<file path="src/hdl/yhpd_pkg.sv">
// shared types, constants and arctangent table for the yaw heading pd controller
package yhpd_pkg;

  localparam int POS_W     = 32;
  localparam int YAW_W     = 16;
  localparam int ERR_W     = 16;
  localparam int CMD_W     = 24;
  localparam int GAIN_W    = 16;
  localparam int GAIN_CW   = 4;
  localparam int CFG_IDX_W = 2;
  localparam int ACC_BITS  = 30;

  localparam longint PI_Q30      = 64'sd3373259426;
  localparam longint HALF_PI_Q30 = 64'sd1686629713;

  localparam logic [CFG_IDX_W-1:0] REG_KP = 2'd0;
  localparam logic [CFG_IDX_W-1:0] REG_KD = 2'd1;

  localparam logic [GAIN_W-1:0] KP_RESET = 16'd3277;
  localparam logic [GAIN_W-1:0] KD_RESET = 16'd0;

  typedef enum logic [2:0] {
    ST_IDLE,
    ST_VEC,
    ST_CORD,
    ST_ANG,
    ST_WRAP,
    ST_SAT,
    ST_MUL,
    ST_FIN
  } yhpd_state_t;

  // atan(2^-k) in q2.30
  function automatic logic [31:0] atan_q30(input logic [4:0] k);
    logic [31:0] v;
    case (k)
      5'd0:  v = 32'd843314857;
      5'd1:  v = 32'd497837829;
      5'd2:  v = 32'd263043837;
      5'd3:  v = 32'd133525159;
      5'd4:  v = 32'd67021687;
      5'd5:  v = 32'd33543516;
      5'd6:  v = 32'd16775851;
      5'd7:  v = 32'd8388437;
      5'd8:  v = 32'd4194283;
      5'd9:  v = 32'd2097149;
      5'd10: v = 32'd1048576;
      5'd11: v = 32'd524288;
      5'd12: v = 32'd262144;
      5'd13: v = 32'd131072;
      5'd14: v = 32'd65536;
      5'd15: v = 32'd32768;
      5'd16: v = 32'd16384;
      5'd17: v = 32'd8192;
      5'd18: v = 32'd4096;
      5'd19: v = 32'd2048;
      5'd20: v = 32'd1024;
      5'd21: v = 32'd512;
      5'd22: v = 32'd256;
      5'd23: v = 32'd128;
      5'd24: v = 32'd64;
      5'd25: v = 32'd32;
      5'd26: v = 32'd16;
      5'd27: v = 32'd8;
      5'd28: v = 32'd4;
      5'd29: v = 32'd2;
      5'd30: v = 32'd1;
      default: v = 32'd0;
    endcase
    return v;
  endfunction

endpackage

</file>
<file path="src/hdl/yhpd_if.sv">
// valid/ready channel interfaces for position input and yaw command output
interface yhpd_in_if import yhpd_pkg::*; ();
  logic                    valid;
  logic                    ready;
  logic signed [POS_W-1:0] target_x;
  logic signed [POS_W-1:0] target_y;
  logic signed [POS_W-1:0] vehicle_x;
  logic signed [POS_W-1:0] vehicle_y;
  logic signed [YAW_W-1:0] vehicle_yaw;

  modport source(output valid, target_x, target_y, vehicle_x, vehicle_y, vehicle_yaw,
                 input ready);
  modport sink(input valid, target_x, target_y, vehicle_x, vehicle_y, vehicle_yaw,
               output ready);
endinterface

interface yhpd_out_if import yhpd_pkg::*; ();
  logic                    valid;
  logic                    ready;
  logic signed [CMD_W-1:0] yaw_rate_cmd;
  logic signed [ERR_W-1:0] heading_error;

  modport source(output valid, yaw_rate_cmd, heading_error, input ready);
  modport sink(input valid, yaw_rate_cmd, heading_error, output ready);
endinterface

</file>
<file path="src/hdl/yaw_heading_pd_controller.sv">
// yaw heading pd controller: cordic atan2, wrapped heading error, serial pd multiply
// an input beat passes through vector setup, the cordic iterations (one per cycle), angle,
//   wrap, saturation, operand load, bit-serial gain multiply and a final step to the result
// the next input beat is taken once the block is idle; a waiting result holds the final step
// reset (synchronous, rst_n low): idle, output empty, last error zero, kp 0.8, kd zero
module yaw_heading_pd_controller import yhpd_pkg::*; #(
  parameter int CORDIC_STEPS    = 16,
  parameter int ANGLE_FRAC_BITS = 13
) (
  input  logic                 clk,
  input  logic                 rst_n,
  yhpd_in_if.sink              in_ch,
  yhpd_out_if.source           out_ch,
  input  logic                 cfg_we,
  input  logic [CFG_IDX_W-1:0] cfg_idx,
  input  logic [GAIN_W-1:0]    cfg_data
);

  // cordic datapath widths: vector grows to about 2.4 * 2^32, angle to about 3.3 * 2^30
  localparam int XW = 36;
  localparam int ZW = 34;
  localparam int SH = ACC_BITS - ANGLE_FRAC_BITS;
  // error width covers des +- yaw before wrapping, whatever the angle format
  localparam int EW = (ANGLE_FRAC_BITS + 5 > 19) ? ANGLE_FRAC_BITS + 5 : 19;
  localparam int MW = 36;
  localparam int CW = $clog2(CORDIC_STEPS);

  localparam longint PI_A_L = (PI_Q30 + (64'sd1 <<< (SH - 1))) >>> SH;
  localparam logic signed [EW-1:0] PI_A     = EW'(PI_A_L);
  localparam logic signed [EW-1:0] NEG_PI_A = EW'(-PI_A_L);
  localparam logic signed [EW-1:0] TWO_PI_A = EW'(2 * PI_A_L);
  localparam logic signed [EW-1:0] E_MAX    = EW'(32767);
  localparam logic signed [EW-1:0] E_MIN    = EW'(-32768);
  localparam logic signed [ZW-1:0] HALF_PI_Z = ZW'(HALF_PI_Q30);
  localparam logic signed [ZW:0]   ROUND_Z   = (ZW + 1)'(64'sd1 <<< (SH - 1));
  localparam logic [CW-1:0]        LAST_STEP = CW'(CORDIC_STEPS - 1);
  localparam logic signed [MW:0]   CMD_RND   = (MW + 1)'(2048);
  localparam logic signed [MW-12:0] CMD_MAX  = (MW - 11)'(8388607);
  localparam logic signed [MW-12:0] CMD_MIN  = (MW - 11)'(-8388608);

  // control
  yhpd_state_t state_r, state_nxt;
  logic [CW-1:0]      cnt_r, cnt_nxt;
  logic [GAIN_CW-1:0] mcnt_r, mcnt_nxt;
  logic               out_valid_r, out_valid_nxt;
  logic [GAIN_W-1:0]  kp_r, kp_nxt, kd_r, kd_nxt;
  logic signed [ERR_W-1:0] last_err_r, last_err_nxt;

  // payload
  logic signed [XW-1:0]    x_r, x_nxt, y_r, y_nxt;
  logic signed [ZW-1:0]    z_r, z_nxt;
  logic                    zero_r, zero_nxt;
  logic signed [YAW_W-1:0] yaw_r, yaw_nxt;
  logic signed [EW-1:0]    err_r, err_nxt;
  logic signed [MW-1:0]    acc_r, acc_nxt;
  logic signed [MW-1:0]    esh_r, esh_nxt, dsh_r, dsh_nxt;
  logic [GAIN_W-1:0]       kpsh_r, kpsh_nxt, kdsh_r, kdsh_nxt;
  logic signed [CMD_W-1:0] cmd_r, cmd_nxt;
  logic signed [ERR_W-1:0] herr_r, herr_nxt;

  // scratch
  logic signed [POS_W:0]   dx, dy;
  logic signed [XW-1:0]    xs, ys;
  logic signed [ZW-1:0]    at;
  logic signed [ZW:0]      zrnd;
  logic signed [EW-1:0]    des, e1, e2;
  logic signed [ERR_W:0]   dif;
  logic signed [MW:0]      cmd_full;
  logic signed [MW-12:0]   cmd_sh;
  logic                    in_fire;
  logic                    out_free;

  assign in_fire  = in_ch.valid && in_ch.ready;
  assign out_free = !out_valid_r || out_ch.ready;

  assign in_ch.ready          = (state_r == ST_IDLE);
  assign out_ch.valid         = out_valid_r;
  assign out_ch.yaw_rate_cmd  = cmd_r;
  assign out_ch.heading_error = herr_r;

  always_comb begin
    state_nxt     = state_r;
    cnt_nxt       = cnt_r;
    mcnt_nxt      = mcnt_r;
    out_valid_nxt = out_valid_r;
    kp_nxt        = kp_r;
    kd_nxt        = kd_r;
    last_err_nxt  = last_err_r;
    x_nxt         = x_r;
    y_nxt         = y_r;
    z_nxt         = z_r;
    zero_nxt      = zero_r;
    yaw_nxt       = yaw_r;
    err_nxt       = err_r;
    acc_nxt       = acc_r;
    esh_nxt       = esh_r;
    dsh_nxt       = dsh_r;
    kpsh_nxt      = kpsh_r;
    kdsh_nxt      = kdsh_r;
    cmd_nxt       = cmd_r;
    herr_nxt      = herr_r;

    dx = (POS_W + 1)'(in_ch.target_x) - (POS_W + 1)'(in_ch.vehicle_x);
    dy = (POS_W + 1)'(in_ch.target_y) - (POS_W + 1)'(in_ch.vehicle_y);
    xs = x_r >>> cnt_r;
    ys = y_r >>> cnt_r;
    at = ZW'($signed({1'b0, atan_q30(5'(cnt_r))}));
    zrnd = (ZW + 1)'(z_r) + ROUND_Z;
    des  = zero_r ? '0 : EW'(zrnd >>> SH);
    e1   = (err_r > PI_A) ? err_r - TWO_PI_A : err_r;
    e2   = (e1 < NEG_PI_A) ? e1 + TWO_PI_A : e1;
    dif  = (ERR_W + 1)'(last_err_r) - (ERR_W + 1)'(ERR_W'(err_r));
    cmd_full = (MW + 1)'(acc_r) + CMD_RND;
    cmd_sh   = (MW - 11)'(cmd_full >>> 12);

    // the output register empties on its own beat
    if (out_valid_r && out_ch.ready) begin
      out_valid_nxt = 1'b0;
    end

    if (cfg_we) begin
      case (cfg_idx)
        REG_KP:  kp_nxt = cfg_data;
        REG_KD:  kd_nxt = cfg_data;
        default: ;
      endcase
    end

    case (state_r)
      ST_IDLE: begin
        if (in_fire) begin
          // relative vector, exact in 33 bits
          x_nxt     = XW'(dx);
          y_nxt     = XW'(dy);
          zero_nxt  = (dx == '0) && (dy == '0);
          yaw_nxt   = in_ch.vehicle_yaw;
          state_nxt = ST_VEC;
        end
      end
      ST_VEC: begin
        // left half plane: rotate by a quarter turn toward the right half plane
        z_nxt = '0;
        if (x_r[XW-1]) begin
          if (!y_r[XW-1]) begin
            x_nxt = y_r;
            y_nxt = -x_r;
            z_nxt = HALF_PI_Z;
          end else begin
            x_nxt = -y_r;
            y_nxt = x_r;
            z_nxt = -HALF_PI_Z;
          end
        end
        cnt_nxt   = '0;
        state_nxt = ST_CORD;
      end
      ST_CORD: begin
        // one vectoring micro-rotation per cycle, driving y toward zero
        if (!y_r[XW-1]) begin
          x_nxt = x_r + ys;
          y_nxt = y_r - xs;
          z_nxt = z_r + at;
        end else begin
          x_nxt = x_r - ys;
          y_nxt = y_r + xs;
          z_nxt = z_r - at;
        end
        cnt_nxt = cnt_r + 1'b1;
        if (cnt_r == LAST_STEP) begin
          state_nxt = ST_ANG;
        end
      end
      ST_ANG: begin
        // desired heading minus yaw, yaw taken as given
        err_nxt   = des - EW'(yaw_r);
        state_nxt = ST_WRAP;
      end
      ST_WRAP: begin
        // single wrap toward +-pi
        err_nxt   = e2;
        state_nxt = ST_SAT;
      end
      ST_SAT: begin
        if (err_r > E_MAX) begin
          err_nxt = E_MAX;
        end else if (err_r < E_MIN) begin
          err_nxt = E_MIN;
        end
        state_nxt = ST_MUL;
        // the saturated value lands next cycle; load the multiplier then
      end
      ST_MUL: begin
        acc_nxt  = acc_r + (kpsh_r[0] ? esh_r : '0) + (kdsh_r[0] ? dsh_r : '0);
        esh_nxt  = esh_r <<< 1;
        dsh_nxt  = dsh_r <<< 1;
        kpsh_nxt = kpsh_r >> 1;
        kdsh_nxt = kdsh_r >> 1;
        mcnt_nxt = mcnt_r + 1'b1;
        if (mcnt_r == '1) begin
          state_nxt = ST_FIN;
        end
      end
      ST_FIN: begin
        if (out_free) begin
          if (cmd_sh > CMD_MAX) begin
            cmd_nxt = CMD_W'(CMD_MAX);
          end else if (cmd_sh < CMD_MIN) begin
            cmd_nxt = CMD_W'(CMD_MIN);
          end else begin
            cmd_nxt = CMD_W'(cmd_sh);
          end
          herr_nxt      = last_err_r;
          out_valid_nxt = 1'b1;
          state_nxt     = ST_IDLE;
        end
      end
      default: begin
        state_nxt = ST_IDLE;
      end
    endcase

    // multiply count starts from zero on leaving the saturation step
    if (state_r == ST_SAT) begin
      mcnt_nxt = '0;
    end
  end

  // operand load for the serial multiply happens in the cycle after saturation,
  // so the first ST_MUL cycle is spent loading (see load_r)
  logic load_r, load_nxt;

  always_comb begin
    load_nxt = (state_r == ST_SAT);
  end

  always_ff @(posedge clk) begin
    if (!rst_n) begin
      state_r     <= ST_IDLE;
      cnt_r       <= '0;
      mcnt_r      <= '0;
      out_valid_r <= 1'b0;
      kp_r        <= KP_RESET;
      kd_r        <= KD_RESET;
      last_err_r  <= '0;
      load_r      <= 1'b0;
    end else begin
      state_r     <= (load_r) ? ST_MUL : state_nxt;
      cnt_r       <= cnt_nxt;
      mcnt_r      <= load_r ? '0 : mcnt_nxt;
      out_valid_r <= out_valid_nxt;
      kp_r        <= kp_nxt;
      kd_r        <= kd_nxt;
      last_err_r  <= load_r ? ERR_W'(err_r) : last_err_nxt;
      load_r      <= load_nxt;
    end
  end

  always_ff @(posedge clk) begin
    x_r    <= x_nxt;
    y_r    <= y_nxt;
    z_r    <= z_nxt;
    zero_r <= zero_nxt;
    yaw_r  <= yaw_nxt;
    err_r  <= err_nxt;
    cmd_r  <= cmd_nxt;
    herr_r <= herr_nxt;
    if (load_r) begin
      // difference is previous minus current error
      acc_r  <= '0;
      esh_r  <= MW'(err_r);
      dsh_r  <= MW'(dif);
      kpsh_r <= kp_r;
      kdsh_r <= kd_r;
    end else begin
      acc_r  <= acc_nxt;
      esh_r  <= esh_nxt;
      dsh_r  <= dsh_nxt;
      kpsh_r <= kpsh_nxt;
      kdsh_r <= kdsh_nxt;
    end
  end

  // an accepted beat always starts the vector setup
  a_accept_starts: assert property (@(posedge clk) disable iff (!rst_n)
    in_fire |=> state_r == ST_VEC)
    else $error("accepted beat did not start vector setup");

  // a fresh result carries the error just kept for the next difference
  a_err_kept: assert property (@(posedge clk) disable iff (!rst_n)
    $rose(out_valid_r) |-> herr_r == last_err_r)
    else $error("output heading error differs from stored error");

  // all gain bits are consumed before the command is formed
  a_mul_done: assert property (@(posedge clk) disable iff (!rst_n)
    state_r == ST_FIN |-> (kpsh_r == '0) && (kdsh_r == '0))
    else $error("serial multiply left gain bits unused");

endmodule

</file>
<file path="src/flat_wrapper.sv">
// flat-port wrapper written by rule: the top's interface ports become plain ports
module yaw_heading_pd_controller_flat import yhpd_pkg::*;
#(
  parameter int CORDIC_STEPS    = 16,
  parameter int ANGLE_FRAC_BITS = 13
)
  (clk, rst_n, cfg_we, cfg_idx, cfg_data, in_ch_valid, in_ch_target_x, in_ch_target_y, in_ch_vehicle_x, in_ch_vehicle_y, in_ch_vehicle_yaw, in_ch_ready, out_ch_valid, out_ch_yaw_rate_cmd, out_ch_heading_error, out_ch_ready);
  yhpd_in_if in_ch_i ();
  yhpd_out_if out_ch_i ();
  input  logic clk;
  input  logic rst_n;
  input  logic cfg_we;
  input  logic [CFG_IDX_W-1:0] cfg_idx;
  input  logic [GAIN_W-1:0] cfg_data;
  input wire logic [$bits(in_ch_i.valid)-1:0] in_ch_valid;
  input wire logic [$bits(in_ch_i.target_x)-1:0] in_ch_target_x;
  input wire logic [$bits(in_ch_i.target_y)-1:0] in_ch_target_y;
  input wire logic [$bits(in_ch_i.vehicle_x)-1:0] in_ch_vehicle_x;
  input wire logic [$bits(in_ch_i.vehicle_y)-1:0] in_ch_vehicle_y;
  input wire logic [$bits(in_ch_i.vehicle_yaw)-1:0] in_ch_vehicle_yaw;
  output wire logic [$bits(in_ch_i.ready)-1:0] in_ch_ready;
  output wire logic [$bits(out_ch_i.valid)-1:0] out_ch_valid;
  output wire logic [$bits(out_ch_i.yaw_rate_cmd)-1:0] out_ch_yaw_rate_cmd;
  output wire logic [$bits(out_ch_i.heading_error)-1:0] out_ch_heading_error;
  input wire logic [$bits(out_ch_i.ready)-1:0] out_ch_ready;
  assign in_ch_i.valid = in_ch_valid;
  assign in_ch_i.target_x = in_ch_target_x;
  assign in_ch_i.target_y = in_ch_target_y;
  assign in_ch_i.vehicle_x = in_ch_vehicle_x;
  assign in_ch_i.vehicle_y = in_ch_vehicle_y;
  assign in_ch_i.vehicle_yaw = in_ch_vehicle_yaw;
  assign in_ch_ready = in_ch_i.ready;
  assign out_ch_valid = out_ch_i.valid;
  assign out_ch_yaw_rate_cmd = out_ch_i.yaw_rate_cmd;
  assign out_ch_heading_error = out_ch_i.heading_error;
  assign out_ch_i.ready = out_ch_ready;
  yaw_heading_pd_controller #(.CORDIC_STEPS(CORDIC_STEPS), .ANGLE_FRAC_BITS(ANGLE_FRAC_BITS)) u_core (.clk(clk), .rst_n(rst_n), .in_ch(in_ch_i), .out_ch(out_ch_i), .cfg_we(cfg_we), .cfg_idx(cfg_idx), .cfg_data(cfg_data));
endmodule
</file>
<file path="config.mk">
export PLATFORM = sky130hd
export DESIGN_NAME = yaw_heading_pd_controller_flat
export DESIGN_NICKNAME = d
export VERILOG_FILES = /design/src/hdl/yhpd_pkg.sv /design/src/hdl/yhpd_if.sv /design/src/hdl/yaw_heading_pd_controller.sv /design/src/flat_wrapper.sv
export SDC_FILE = /design/constraint.sdc
export NUM_CORES = 2
export LEC_CHECK = 0
export BUFFER_PORTS_ARGS = -buffer_cell sky130_fd_sc_hd__clkbuf_2
export CORE_MARGIN = 5
export CORE_UTILIZATION = 60
export CTS_BUF_LIST = sky130_fd_sc_hd__clkbuf_8 sky130_fd_sc_hd__clkbuf_16
export DETAILED_ROUTE_END_ITERATION = 6
export PLACE_DENSITY = 0.78
export SYNTH_ARGS = -nofsm -noshare
export SYNTH_HDL_FRONTEND = slang
export SYNTH_SLANG_ARGS = --single-unit
</file>
<file path="constraint.sdc">
create_clock -name clk -period 13 [get_ports clk]
set_input_delay 1.95 -clock clk [delete_from_list [all_inputs] [get_ports clk]]
set_output_delay 1.95 -clock clk [all_outputs]
set_load 0.005 [all_outputs]
</file>
==> reports/metrics.csv <==
metric,value,unit
outcome,completed,
DR DRC count,0,
pin count of the biggest net entering global routing,167,
CTS H-tree depth,2,
routed vias,34700,
Min Hold Slack,0.435,ns
Port Buffer Count,208,
adder-cell area share of the yosys netlist,10.5,%
grt ovf,0,
total track usage,30.9,%
die area,69800,µm²
"Hold-fix buffers, CTS",0,
main combinational cell family by area after synthesis,compound AO/OA/AOI/OAI gates,
NumNets Final,5057,
synthesis-stage register bit count,411,
Area Overhead vs Synth,7.85,%
clk slew on worst S/H paths,0.06,ns
Hold Path Depth,0,
max-slew violations,0,
mux cell area share after synthesis,8.22,%
leakage,17.5,nW
synthesized instance count,4512,
CP Class,register to register,
Routed Antenna Nets,0,
clock tree buffer depth,3,
HP Class,register to register,
"Distinct cells, synth",97,
Num CTS Buffers,48,
Via-to-Cell Ratio,6.33,
setup TNS,0,ns
main area contributors after synthesis,"edfxtp_1 (22%), ha_1 (8.3%), dfxtp_1 (6.5%)",
Starting Density,60.3,%
Worst Hold Path EP,u_core.out_ch.heading_error[0],
syn avg cell area,8.59,µm²
Core Area,64200,µm²
Non-Filler Instances,5486,
peak supply drop,0.166,mV
min setup slack post-route,5.90,ns
total of max-cap violations,0,
dpl cells,5395,
actual transition at the worst max-transition pin,1.39,ns
sequential share of the synthesized area,28.6,%
endpoints failing hold,0,
"EDFF count, synth",286,
"Slowest-stage cell, CP",dfxtp_4,
root buffer cell,clkbuf_16,
Worst Path Max Fanout,49,
period utilization,54.6,%
cts repair resizes,0,
Yosys top cell area share,22.2,%
Synth Area in Compound Gates,20.3,%
Mapped Area,38800,µm²
minimum clock period,7.10,ns
RR Endpoint,u_core.x_r[33],
Power Density,217,nW/µm²
worst path cell trace,"buf_4, mux4_1, mux4_2, nor2_1, and3_1, nand2_1, nand4bb_1, or2_2, a32oi_1, o21ai_0, ha_1, or4_1, a221o_1, nor3_1, a21oi_1, a41oi_1, nand2b_1, a21oi_1, xor2_1, o21ai_0",
top flip-flop cell by instance count after synthesis,edfxtp_1,
required time of the critical path,13.31,ns
worst path bufs/invs,1,
first-pass GRT wire length,178,mm
register-to-register setup slack,5.90,ns
CTS sink cnt,411,
Final HPWL DP,84.3,mm
DIE HEIGHT,264,µm
IO Pins,209,
layout cells sized above 1,10.4,%
Worst slew margin,5.14,%
CTS tree,done,
Site Rows,93,
Yosys warning count,0,
Synth Area in XOR/XNOR,9.03,%
post-synthesis async set-or-reset flop share,0,%
Top Family by Delay on Critical Path,simple AND/OR/NAND/NOR gates,
pre-CTS setup slack,5.99,ns
Worst-Skew Late Latency,0.61,ns
GP Congestion,1.01,
Reg2Reg Depth,20,
Total Routed Length,113,mm
vias in the first global route,33400,
crit start category,register,
initial antenna violation count,1,
hold_sp,u_core.last_err_nxt[0],
Synth area leader,edfxtp_1,
FF-to-FF Start,u_core.cnt_r[1],
Worst Path Arrival,7.41,ns
drt first pass iters,6,
endpoints failing setup,0,
Crit path largest cell delay,0.80,ns
RSZ-0062 raised after global routing,false,
Crit. End Element,register,
Post-CTS Setup Inserts,0,
drt wl/cell,20.6,µm
width of the die,264,µm
DRT iter0 DRCs,3712,
simple-gate portion of the synthesized area,17.0,%
Fmax achieved,141,MHz
Fin Clk Skew,0.0215,ns
syn_nets,4979,
-- cells by family (layout without fill, tap and decap cells) --
logic type / after synthesis / after routing
adders and majority gates: 300 / 300
muxes: 207 / 207
other: 0 / 1
DFF: 411 / 411
buffers and inverters: 576 / 694
and+or+nand+nor: 1382 / 1382
AOI/OAI and AO/OA: 1237 / 1237
xor gates and xnor gates: 399 / 399
-- cell type report --
cell class | count | area [µm²]
multi-input combinational | 3525 | 25300
fill | 5523 | 22400
sequential | 411 | 11100
inverter | 359 | 1350
timing repair buffer | 245 | 1330
clock buffer | 53 | 1280
tap | 855 | 1070
clock inverter | 37 | 359
antenna | 1 | 2.50
-- through the flow --
stage	instance area (µm²)	total power, W	utilization [%]
floorplan	38800	0.00611	-
global placement	40200	0.00744	62.5
detailed placement	40200	0.00749	62.5
CTS	41800	0.00893	65.1
global route	41800	0.00963	65.1
finish	41800	0.00905	65.1
-- worst max path at each step --
stage                       from             end  slack (ns)  depth (start not counted)
3_3_place_gp   in_ch_target_y[0]   u_core.zero_r        6.03                         15
4_1_cts          u_core.cnt_r[1]  u_core.x_r[33]        6.07                         20
6_report         u_core.cnt_r[1]  u_core.x_r[33]        5.90                         20
2_1_floorplan    u_core.cnt_r[1]  u_core.x_r[33]        7.28                         26
5_1_grt          u_core.cnt_r[1]  u_core.x_r[35]        5.58                         22
3_5_place_dp   in_ch_target_y[0]   u_core.zero_r        5.99                         15
-- placed cells by master (no fill, tap or decap), types with 24 or more instances in the layout --
| master | Yosys | routed |
|---|---|---|
| nand2_1 | 520 | 519 |
| a211oi_1 | 43 | 43 |
| o211ai_1 | 24 | 24 |
| and3_1 | 45 | 45 |
| dfxtp_1 | 125 | 120 |
| mux4_2 | 33 | 33 |
| clkbuf_16 | 0 | 49 |
| clkbuf_2 | 0 | 208 |
| fa_1 | 43 | 43 |
| and2_1 | 38 | 38 |
| buf_4 | 8 | 36 |
| nor3_1 | 86 | 86 |
| nor4_1 | 27 | 27 |
| nor2b_1 | 46 | 45 |
| edfxtp_1 | 286 | 286 |
| a21oi_1 | 324 | 324 |
| mux4_1 | 37 | 37 |
| a31oi_1 | 52 | 52 |
| inv_1 | 356 | 366 |
| xnor2_1 | 257 | 257 |
| xor2_1 | 141 | 141 |
| nand3_1 | 86 | 86 |
| o21a_1 | 44 | 43 |
| o221ai_1 | 32 | 32 |
| ha_1 | 257 | 257 |
| o31ai_1 | 36 | 36 |
| mux2i_1 | 68 | 68 |
| mux2_2 | 67 | 67 |
| or3_1 | 37 | 37 |
| o21ai_0 | 309 | 307 |
| nand4_1 | 30 | 30 |
| a21boi_0 | 56 | 56 |
| a22oi_1 | 32 | 32 |
| a21o_1 | 94 | 94 |
| nand2b_1 | 60 | 59 |
| nor2_1 | 295 | 293 |
-- where the power goes --
group	total [W]	internal [W]	switching, W
Combinational	0.00551	0.00230	0.00321
Clock	0.00140	0.000801	0.000595
Sequential	0.00215	0.00169	0.000458
Total	0.00905	0.00480	0.00426
-- cell usage after synthesis, drive strengths merged, types with 69 or more instances --
library cell	n
nand2	520
inv	357
a21oi	324
o21ai	314
nor2	295
edfxtp	286
xnor2	258
ha	257
clkbuf	158
xor2	141
dfxtp	125
a21o	94
nand3	86
nor3	86
mux4	70
mux2i	69
-- registers in the layout (all words and copies together) (netlist names), 3 cells and up --
name,count
u_core.at,28
u_core.state_r,3
u_core.y_r,36
u_core.out_ch.heading_error,16
u_core.err_r,19
u_core.kd_r,16
u_core.z_r,34
u_core.kdsh_r,16
u_core.mcnt_r,4
u_core.last_err_nxt,16
u_core.kp_r,16
u_core.cnt_r,4
u_core.x_r,36
u_core.dsh_r,36
u_core.kpsh_r,16
u_core.yaw_r,16
u_core.out_ch.yaw_rate_cmd,24
u_core.esh_r,36
u_core.acc_r,36
-- layer usage --
metal	routed length [µm]	share of wire [%]	vias up	global-route usage (%)
met5	0	0	-	0
met4	5800	5.1	0	14.1
met3	9100	8.1	337	4.55
met2	52600	47	1526	51.6
met1	45400	40	16400	40.0
li1	-	-	16500	-
Power figures use the tool's default switching activity.
